==> config.mk <==
export PLATFORM = sky130hd
export DESIGN_NAME = wbbt_queue
export DESIGN_NICKNAME = d
export VERILOG_FILES = /design/src/wbbt_pkg.sv /design/src/wbbt_queue.sv
export SDC_FILE = /design/constraint.sdc
export NUM_CORES = 1
export LEC_CHECK = 0
export BUFFER_PORTS_ARGS = -buffer_cell sky130_fd_sc_hd__buf_2
export CAP_MARGIN = 20
export CORE_ASPECT_RATIO = 1.5
export CORE_UTILIZATION = 54
export CTS_BUF_LIST = sky130_fd_sc_hd__clkbuf_2
export CTS_CLUSTER_DIAMETER = 80
export DETAILED_ROUTE_END_ITERATION = 7
export PLACE_DENSITY = 0.93
export SYNTH_ARGS = -nofsm -noshare
export SYNTH_HDL_FRONTEND = slang
export SYNTH_SLANG_ARGS = --single-unit
==> constraint.sdc <==
create_clock -name clock -period 4.3 [get_ports clock]
set_input_delay 0.215 -clock clock [delete_from_list [all_inputs] [get_ports clock]]
set_output_delay 0.215 -clock clock [all_outputs]
set_load 0.02 [all_outputs]
==> src/wbbt_pkg.sv <==
// Shared types, constants and arithmetic helpers of the bitmap tracker.
package wbbt_pkg;

   localparam int unsigned BITMAP_BITS_DEF = 65536;
   localparam int unsigned IDX_W           = 24;
   localparam int unsigned OFF_W           = 40;
   localparam int unsigned SIZE_W          = 16;
   localparam int unsigned RATIO_W         = 7;
   localparam int unsigned TOTAL_W         = 48;
   localparam int unsigned COUNT_W         = 17;
   localparam int unsigned RATE_W          = 16;
   localparam int unsigned DVD_W           = 48;
   localparam int unsigned DIG_W           = 8;
   localparam int unsigned DIGITS          = DVD_W / DIG_W;
   localparam int unsigned REQ_DATA_W      = 56;
   localparam int unsigned RSP_DATA_W      = 88;
   localparam int unsigned Q_DEPTH         = 2;

   localparam logic [TOTAL_W-1:0] TOTAL_MAX = '1;
   localparam logic [COUNT_W-1:0] COUNT_MAX = '1;
   localparam logic [RATE_W-1:0]  RATE_FULL = '1;

   typedef struct packed {
      logic              pad;
      logic              oor;
      logic              empty;
      logic [IDX_W-1:0]  first;
      logic [IDX_W-1:0]  last;
      logic [SIZE_W-1:0] size;
   } work_entry_type;

   typedef enum logic [1:0] {
      FR_IDLE,
      FR_DIV,
      FR_CEIL,
      FR_PUSH
   } front_state_type;

   typedef enum logic [2:0] {
      BK_CLEAR,
      BK_IDLE,
      BK_WALK,
      BK_DRAIN,
      BK_WAIT,
      BK_PREP,
      BK_RATE,
      BK_OUT
   } back_state_type;

   // One byte of long division by the ratio: returns {remainder, quotient byte}.
   function automatic logic [RATIO_W+DIG_W-1:0] div_digit(
      input logic [RATIO_W-1:0] rem,
      input logic [DIG_W-1:0]   dig,
      input logic [RATIO_W-1:0] d
   );
      logic [RATIO_W:0]   t;
      logic [RATIO_W-1:0] r;
      logic [DIG_W-1:0]   q;
      int                 i;
      r = rem;
      q = '0;
      for (i = DIG_W - 1; i >= 0; i--) begin
         t = {r, dig[i]};
         if (t >= {1'b0, d}) begin
            t    = t - {1'b0, d};
            q[i] = 1'b1;
         end
         r = t[RATIO_W-1:0];
      end
      return {r, q};
   endfunction

endpackage

==> src/wbbt_queue.sv <==
// Short work queue between the classifying front end and the bitmap back end.
module wbbt_queue (
   input  logic                     clock,
   input  logic                     reset,
   input  logic                     push,
   input  wbbt_pkg::work_entry_type push_entry,
   output logic                     full,
   input  logic                     pop,
   output wbbt_pkg::work_entry_type pop_entry,
   output logic                     empty
);

   localparam int unsigned PW = (wbbt_pkg::Q_DEPTH > 1) ? $clog2(wbbt_pkg::Q_DEPTH) : 1;
   localparam int unsigned CW = $clog2(wbbt_pkg::Q_DEPTH + 1);

   wbbt_pkg::work_entry_type entries_ff [wbbt_pkg::Q_DEPTH];
   logic [PW-1:0] wr_ptr_ff, wr_ptr_in;
   logic [PW-1:0] rd_ptr_ff, rd_ptr_in;
   logic [CW-1:0] count_ff, count_in;

   assign full      = (count_ff == CW'(wbbt_pkg::Q_DEPTH));
   assign empty     = (count_ff == '0);
   assign pop_entry = entries_ff[rd_ptr_ff];

   always_comb begin
      wr_ptr_in = wr_ptr_ff;
      rd_ptr_in = rd_ptr_ff;
      count_in  = count_ff;
      if (push) begin
         wr_ptr_in = (wr_ptr_ff == PW'(wbbt_pkg::Q_DEPTH - 1)) ? '0 : wr_ptr_ff + 1'b1;
      end
      if (pop) begin
         rd_ptr_in = (rd_ptr_ff == PW'(wbbt_pkg::Q_DEPTH - 1)) ? '0 : rd_ptr_ff + 1'b1;
      end
      unique case ({push, pop})
         2'b10:   count_in = count_ff + 1'b1;
         2'b01:   count_in = count_ff - 1'b1;
         default: count_in = count_ff;
      endcase
   end

   always_ff @(posedge clock) begin
      if (reset) begin
         wr_ptr_ff <= '0;
         rd_ptr_ff <= '0;
         count_ff  <= '0;
      end else begin
         wr_ptr_ff <= wr_ptr_in;
         rd_ptr_ff <= rd_ptr_in;
         count_ff  <= count_in;
      end
   end

   always_ff @(posedge clock) begin
      if (push) begin
         entries_ff[wr_ptr_ff] <= push_entry;
      end
   end

endmodule

==> results of run 1 <==
==> repair_timing <==
item,CTS,global route
hold buffers,70,0
buffers inserted,0,0
hold endpoints to repair,139,0
==> per-layer routing <==
| metal | up-vias | wire, um |
|---|---|---|
| met2 | 122 | 5769 |
| met3 | 27 | 588 |
| met4 | 0 | 304 |
| li1 | 1362 | - |
| met5 | - | 0 |
| met1 | 1413 | 3553 |
==> cell type report <==
cell class,count,area [um^2],area share
Multi-Input combinational cell,83,864.6,0.1270
Tap cell,110,137.6,0.02021
Timing Repair Buffer,213,1446,0.2124
Clock inverter,12,131.4,0.01929
Inverter,1,3.754,0.0005513
Sequential cell,139,4125,0.6058
Clock buffer,20,100.1,0.01470
==> flip-flops by register name, summed over array words and instances, names as in the netlist, named ones only <==
signal / count
rd_ptr_ff: 1
entries_ff: 134
count_ff: 2
wr_ptr_ff: 1
==> layout by cell type, fill, tap and decap left out <==
cell type,count
dlygate4sd3_1,70
dfxtp_2,1
clkinv_1,3
and2_2,1
inv_1,1
nor2_1,5
clkinv_2,6
mux2_2,67
xor2_1,1
a21oi_1,1
dfxtp_1,4
or3_1,1
xnor2_1,3
clkbuf_2,20
buf_2,139
edfxtp_1,134
bufinv_16,3
buf_4,3
ha_1,1
o21ai_0,1
nor2_4,1
and2b_2,1
buf_16,1
==> stage by stage <==
step | total power, uW | std cells | setup WS, ps | area [um^2] | hold WS (ps)
2_1_floorplan | 1872 | 230 | 677.6 | 5029 | 284.1
3_3_place_gp | 1990 | 475 | 2115 | 5849 | 402.0
3_5_place_dp | 2008 | 475 | 2102 | 5849 | 406.8
4_1_cts | 2785 | 577 | 1281 | 6782 | 76.05
5_1_grt | 2890 | 578 | 1152 | 6809 | 57.70
6_report | 2776 | 578 | 1412 | 6809 | 124.2
==> final timing paths <==
| check | to | slack, ps | depth (start not counted) |
|---|---|---|---|
| worst max-delay path | pop_entry[62] | 1410 | 3 |
| worst min-delay path | entries_ff[0][14]$_DFFE_PP_ | 120 | 3 |
| worst max register to register | entries_ff[0][51]$_DFFE_PP_ | 2270 | 2 |
| worst min register to register | count_ff[1]$_SDFFE_PP0P_ | 560 | 2 |
==> worst min-delay path: stages <==
cell    delay (ps)
buf_2          120
inv_1          130
nor2_4         160
==> kinds of logic after synthesis <==
family,synth area share
buffers and inverters,0.009703
adders and majority gates,0.002488
xor gates and xnor gates,0.006968
AOI/OAI and AO/OA,0.001989
DFF,0.8201
and+or+nand+nor,0.008710
muxes,0.1500
==> power breakdown <==
part / internal, uW / switching [uW]
logic: 195 / 227
clock network: 320 / 420
registers: 1580 / 36.6
==> flow_summary.toml, run 1 <==
[global_routing]
use_met3 = 0.07774
met1_usage = 0.2109
busiest_layer = "met2"
antenna_found_initial = 0
first_global_vias = 3100
largest_net_degree_at_the_start_of_global_routing = 50
global_route.usage.met2 = 0.3972
grt-ovfl-total = 0
grt_util_all_layers = 0.2201
first_pass_grt_wire_length_mm = 14.72

[setup_path]
max_stage_delay_ps = 970
r2r-start = "wr_ptr_ff$_SDFFE_PP0P_"
critPathRequiredTime_ps = 4090
critical_path_arrival_ps = 2670
critPathSlowestCell = "dfxtp_2"
crit_path_max_fanout = 41
crit_chain = "buf_4 -> mux2_2 -> buf_2"
cp-end-kind = "output pin"
setup.worst_path.class = "reg -> out"
start_kind = "flop"
worst-path-buf-inv = 2
top_delay_family_on_crit_path = "flip-flops"

[yosys]
mappedNetlistNets = 302
avgSynthCellArea_um2 = 21.86
synth.largest_area_cell = "edfxtp_1"
ys_ff_latch = 139
post_synth_instance_area_um2 = 5029
synthesized_instance_count = 230
yosysSeqAreaShare = 0.8201
synth-edff-count = 134
yosys.cell_count.top_type = "edfxtp_1"
synth.area.top_cells = "edfxtp_1, mux2_2, dfxtp_1"
synth.lib_cells_used.distinct = 15
ys_warn_count = 0
postSynth.topFlopCell = "edfxtp_1"
synthDominantCellAreaShare = 0.8002
fraction_of_registers_with_async_set_reset = 0
synthTopCellsByCount = "edfxtp_1, mux2_2, nor2_1, dfxtp_1, buf_4"

[clocking]
clk_pin_slew_worst_paths_ps = 210
tritoncts = "built"
numCtsBuffers = 17
clk_latency_ps = 680
clkSinkCount = 139
cts_root_buffer = "clkbuf_2"
ctsLongestPathBuffers = 2
cts-htree-levels = 4
post_cts_resized = 0

[placed_design]
gp_congestion = 0.6781
io_buffer_count = 139
hpwlAfterDp_mm = 5.794

[die]
die_h_um = 120.2
design.core.area_um2 = 8934
initial_cell_density_of_the_core = 0.5629
floorplan.die_area_um2 = 9710
placementRows = 42
die_x_um = 80.79
design.portCount = 140

[timing]
final-hold-violation-count = 0
finClkSkew_ps = 42.16
timing.max_slew.rel_slack = 0.3800
max_freq_mhz = 346.3
tightestPinTransition_ps = 930.1
finalSetupViolCount = 0
final.min_clock_period_ps = 2888
period_share = 0.6715
rsz_0062_raised_after_global_routing = "no"
final.setup.tns_ps = 0
timing_max_transition_violations_final = 0

[routing]
drc_errors = 0
vias_per_cell = 5.059
drt_iter0_drc = 110
wirelength_mm = 10.22
route.antenna.remaining_nets = 0
detail_route.wl_per_cell_um = 17.67
dr.pass1.iters = 6
num_vias = 2924

[power]
leakage_power_total_uw = 0.002620
power.ir.vdd_worst_v = 0.0003222
power.density_cell_area_nw_per_um2 = 407.7

[finish]
filler_cell_count = 500
post_layout_utilization_of_the_core = 0.7622
drive_gt1_frac = 0.5192
antenna-diode-count = 0
area_delta_synth_final_pct = 35.41
fin_nets = 527

[job]
max-cap-violations = 0

[min_path]
holdCritPathClass = "in -> reg"
hold_path.startpoint = "push"

[status]
outcome = "completed"
Note: power is estimated with default switching activity, not from simulation.
==> inputs of run 2 (changes only) <==
CORE_UTILIZATION = 48   (was 54)
PLACE_DENSITY = 0.88   (was 0.93)
clock period = 2.65 ns   (was 4.3 ns; I/O delays follow)
==> run 2 against run 1 <==
First-iteration DRC count is 3.6% higher. Via count fell by 1.3%. Routed wire length is 3.7% lower. Critical path type unchanged. Sequential share of layout area increased by 0.35 points. Clock skew is 24 ps lower. Highest routed layer unchanged.
==> flow_summary.toml, run 2 (synthesized netlist as in run 1, its figures left out) <==
[status]
outcome = "completed"

[clocking]
clk_latency_ps = 630
post_cts_resized = 0
tritoncts = "built"
clkSinkCount = 139
cts-htree-levels = 4
numCtsBuffers = 17
cts_root_buffer = "clkbuf_2"
cts.hold.buffers_added = 71
cts_post_setup_buffers_inserted = 0
ctsLongestPathBuffers = 2
clk_pin_slew_worst_paths_ps = 180

[power]
power.density_cell_area_nw_per_um2 = 616.8
leakage_power_total_uw = 0.002597
power.ir.vdd_worst_v = 0.0003460
design_power_total_uw = 4176

[placed_design]
gp_congestion = 0.7182
hpwlAfterDp_mm = 5.830
placed_cells_incl_taps = 485
io_buffer_count = 139

[routing]
vias_per_cell = 4.935
wirelength_mm = 9.835
drt_iter0_drc = 114
route.antenna.remaining_nets = 0
detail_route.wl_per_cell_um = 16.81
num_vias = 2887
dr.pass1.iters = 4
drc_errors = 0

[die]
design.portCount = 140
design.core.area_um2 = 10130
die_h_um = 127.4
placementRows = 45
floorplan.die_area_um2 = 10900
initial_cell_density_of_the_core = 0.4962
die_x_um = 85.57

[finish]
drive_gt1_frac = 0.5171
largest_register_ff_count = 134
layout.area.seq_um2 = 4125
layout_commonest_cell = "buf_2"
regMostFlops = "entries_ff"
biggest_registers_after_layout = "entries_ff x134, count_ff x2"
multiInputGateArea_um2 = 864.6
filler_cell_count = 703
finalNonFillerCells = 585
most-common-layout-cells = "buf_2, edfxtp_1, dlygate4sd3_1, mux2_2, clkbuf_2"
fin_nets = 530
antenna-diode-count = 0
area_delta_synth_final_pct = 34.64

[min_path]
holdCritPathClass = "in -> reg"

[timing]
max_freq_mhz = 418.5
period_share = 0.9018
final-hold-violation-count = 0
timing.max_slew.rel_slack = 0.5768
final.min_clock_period_ps = 2390
rsz_0062_raised_after_global_routing = "no"
timing_max_transition_violations_final = 0
finalSetupViolCount = 0
tightestPinTransition_ps = 634.8
final.setup.tns_ps = 0
finClkSkew_ps = 18.58

[setup_path]
total_number_of_cells_along_the_worst_setup_path = 3
critPathSlowestCell = "dfxtp_2"
worst_r2r_endpoint = "entries_ff[1][32]$_DFFE_PP_"
max_stage_delay_ps = 770
crit_path_max_fanout = 26
critical_path_arrival_ps = 2260
r2r_setup_slack_ps = 1140
cp-endpoint = "pop_entry[26]"
crit_chain = "buf_4 -> mux2_2 -> buf_2"
r2r-start = "wr_ptr_ff$_SDFFE_PP0P_"
start_kind = "flop"
critPathRequiredTime_ps = 2520
cp-end-kind = "output pin"
top_delay_family_on_crit_path = "flip-flops"
worst-path-buf-inv = 2
ff2ff_path_depth = 2
setup.worst_path.class = "reg -> out"

[global_routing]
antenna_found_initial = 0
first_global_vias = 3162
grt-ovfl-total = 0
largest_net_degree_at_the_start_of_global_routing = 37
first_pass_grt_wire_length_mm = 14.75
grt_util_all_layers = 0.1884

[job]
max-cap-violations = 0
==> run 2: changes by cell type in the layout (fill, tap and decap cells not counted), sizes merged <==
cell	delta
buf	+2
bufinv	-3
clkbuf	+3
clkinv	-3
dlygate4sd3	+1
==> run 2: power by group <==
group          total, uW  leakage [uW]  internal (uW)  switching [uW]
clock network        866      0.000112            237             629
logic                702       0.00119            328             375
registers           2610       0.00130           2560            49.9
total               4180       0.00260           3120            1050
==> run 2: worst min-delay path by stage <==
stage / startpoint / cells past startpoint / to
after floorplan: reset / 1 / count_ff[1]$_SDFFE_PP0P_
after global placement: push_entry[61] / 1 / entries_ff[1][61]$_DFFE_PP_
after detailed placement: push_entry[32] / 1 / entries_ff[0][32]$_DFFE_PP_
after CTS: push_entry[7] / 2 / entries_ff[1][7]$_DFFE_PP_
after global routing: push_entry[12] / 2 / entries_ff[0][12]$_DFFE_PP_
final: push_entry[12] / 2 / entries_ff[1][12]$_DFFE_PP_
==> run 2: area by class of cell <==
cell class                 count  area share
timing repair buffer         216      0.2199
tap                          117     0.02162
inverter                       1   0.0005544
clock buffer                  23     0.01700
multi-input combinational     83      0.1277
clock inverter                 6    0.003881
sequential                   139      0.6093
==> run 2: through the flow <==
| step | cell area (um^2) | setup slack, ps | utilization | hold slack, ps |
|---|---|---|---|---|
| 2_1_floorplan | 5031 | 141.4 | - | 201.6 |
| 3_3_place_gp | 5918 | 947.6 | 0.5840 | 320.0 |
| 3_5_place_dp | 5918 | 922.5 | 0.5840 | 324.2 |
| 4_1_cts | 6770 | 169.4 | 0.6680 | 118.1 |
| 5_1_grt | 6770 | 44.70 | 0.6680 | 108.1 |
| 6_report | 6770 | 260.3 | 0.6680 | 204.2 |
==> run 2: layer usage <==
| metal | GRT usage | wire [um] |
|---|---|---|
| met1 | 0.1660 | 3375 |
| met2 | 0.3605 | 5756 |
| met3 | 0.06331 | 463 |
| met4 | 0.1069 | 239 |
| met5 | 0 | 0 |
==> inputs of run 3 (changes only) <==
RECOVER_POWER = 50   (was not set)
==> run 3 against run 2 <==
Fmax barely moved. Clock power barely moved. First-iteration DRC count fell by 1.8%. Die area did not move. Sequential power barely moved. Routed wire length fell by 0.23%. Critical endpoint is now pop_entry[29]. Largest cell class unchanged. Via count rose by 0.31%.
==> flow_summary.toml, run 3 (synthesized netlist as in run 1, its figures left out) <==
[placed_design]
io_buffer_count = 139
place_worst_setup_slack_ps = 922.5
gp_congestion = 0.7182
hpwlAfterDp_mm = 5.830

[clocking]
clk_pin_slew_worst_paths_ps = 160
cts-htree-levels = 4
tritoncts = "built"
cts_root_buffer = "clkbuf_2"
numCtsBuffers = 17
clk_latency_ps = 620
cts_post_setup_buffers_inserted = 0
ctsLongestPathBuffers = 2
clkSinkCount = 139

[global_routing]
grt-ovfl-total = 0
first_pass_grt_wire_length_mm = 14.75
antenna_found_initial = 0
grt_util_all_layers = 0.1884
largest_net_degree_at_the_start_of_global_routing = 37
first_global_vias = 3162

[setup_path]
max_stage_delay_ps = 770
cp-end-kind = "output pin"
setup.worst_path.class = "reg -> out"
critPathRequiredTime_ps = 2520
crit_chain = "buf_4 -> mux2_2 -> buf_2"
critPathSlowestCell = "dfxtp_2"
r2r_setup_slack_ps = 460
start_kind = "flop"
crit_path_max_fanout = 26
r2r-start = "wr_ptr_ff$_SDFFE_PP0P_"
ff2ff_path_depth = 2
worst_r2r_endpoint = "entries_ff[0][32]$_DFFE_PP_"
critical_path_arrival_ps = 2260

[power]
leakage_power_total_uw = 0.002481
power.density_cell_area_nw_per_um2 = 620.7
sw_ratio = 0.2523
combPwrFrac = 0.167
share_clk_of_total_power = 0.207
netSwitchingPower_uw = 1051
power.ir.vdd_worst_v = 0.0003462
sequentialPowerShare = 0.626
power.internal_uw = 3114

[finish]
regMostFlops = "entries_ff"
area_delta_synth_final_pct = 33.44
largest_register_ff_count = 134
most-common-layout-cells = "edfxtp_1, buf_2, dlygate4sd3_1, mux2_2, clkbuf_1"
biggest_registers_after_layout = "entries_ff x134, count_ff x2"
fin_nets = 530
antenna-diode-count = 0
layout_commonest_cell = "edfxtp_1"
drive_gt1_frac = 0.4252
post_layout_utilization_of_the_core = 0.6621

[die]
placementRows = 45
die_x_um = 85.57
design.portCount = 140
die_h_um = 127.4
design.core.area_um2 = 10130
initial_cell_density_of_the_core = 0.4962
floorplan.die_area_um2 = 10900

[timing]
final.setup.tns_ps = 0
timing.max_slew.rel_slack = 0.03427
timing_max_transition_violations_final = 0
tightestPinTransition_ps = 1443
max_freq_mhz = 418.8
finClkSkew_ps = 13.73
period_share = 0.9010
rsz_0062_raised_after_global_routing = "no"
final-hold-violation-count = 0
final.min_clock_period_ps = 2388
finalSetupViolCount = 0
post-route-worst-setup-slack_ps = 262.3

[routing]
detail_route.wl_per_cell_um = 16.77
dr.pass1.iters = 4
drc_errors = 0
wirelength_mm = 9.812
num_vias = 2896
route.antenna.remaining_nets = 0
vias_per_cell = 4.950
drt_iter0_drc = 112

[job]
max-cap-violations = 0

[min_path]
hold_path.startpoint = "push_entry[4]"
whs_path_depth = 2
hold_path_end = "entries_ff[0][4]$_DFFE_PP_"
holdCritPathClass = "in -> reg"

[status]
outcome = "completed"
## run 3: cell types whose count changed in the layout (fill, tap and decap cells not counted)
| cell | before | now |
|---|---|---|
| nor2_1 | 5 | 6 |
| clkbuf_1 | 0 | 41 |
| buf_2 | 139 | 98 |
| nor2_4 | 1 | 0 |
| and2_2 | 1 | 0 |
| and2_0 | 0 | 1 |
## run 3: layout make-up
class / count / area [um^2]
Clock buffer: 23 / 115.1
Multi-Input combinational cell: 83 / 855.8
Fill cell: 728 / 3425
Inverter: 1 / 3.754
Clock inverter: 6 / 26.28
Tap cell: 117 / 146.4
Sequential cell: 139 / 4125
Timing Repair Buffer: 216 / 1438
## run 3: repair_timing
item                                   4_1_cts  5_1_grt
gates resized for setup                      0        0
hold buffers                                71        0
endpoints found under the hold margin      153        0
## run 3: power by group through the flow
stage | registers, uW | clock network (uW) | logic [uW]
6_report | 2610 | 863 | 694
5_1_grt | 2620 | 1000 | 733
4_1_cts | 2610 | 906 | 702
3_5_place_dp | 2660 | 0 | 614
3_3_place_gp | 2650 | 0 | 598
2_1_floorplan | 2640 | 0 | 397
## run 3: layer usage
metal | vias up | routed length (um) | GRT usage
met5 | - | 0 | 0
met4 | 0 | 275 | 0.1069
met3 | 21 | 438 | 0.06331
met2 | 94 | 5758 | 0.3605
met1 | 1420 | 3339 | 0.1660
li1 | 1361 | - | -
## run 3: critical path: cells and delay by family, from the launching register on
kind     cells  cell delay (ps)
flops        1              770
buf+inv      2              500
mux          1              360
## run 3: worst max path at each step
stage                                       from                          to  slack, ps  cells past startpoint
final                                       flop               pop_entry[29]        260                      3
after global routing                        flop               pop_entry[29]         40                      3
after CTS                                   flop               pop_entry[29]        170                      3
after detailed placement                    flop               pop_entry[29]        920                      3
after global placement                      flop                pop_entry[2]        950                      3
after floorplan           wr_ptr_ff$_SDFFE_PP0P_  entries_ff[0][0]$_DFFE_PP_        140                      1
## run 3: per-stage QoR
stage | instances | hold slack [ps] | area, um^2 | power [uW]
2_1_floorplan | 230 | 201.6 | 5031 | 3035
3_3_place_gp | 485 | 320.0 | 5918 | 3246
3_5_place_dp | 485 | 324.2 | 5918 | 3272
4_1_cts | 585 | 118.1 | 6770 | 4214
5_1_grt | 585 | 110.7 | 6710 | 4354
6_report | 585 | 230.5 | 6710 | 4165
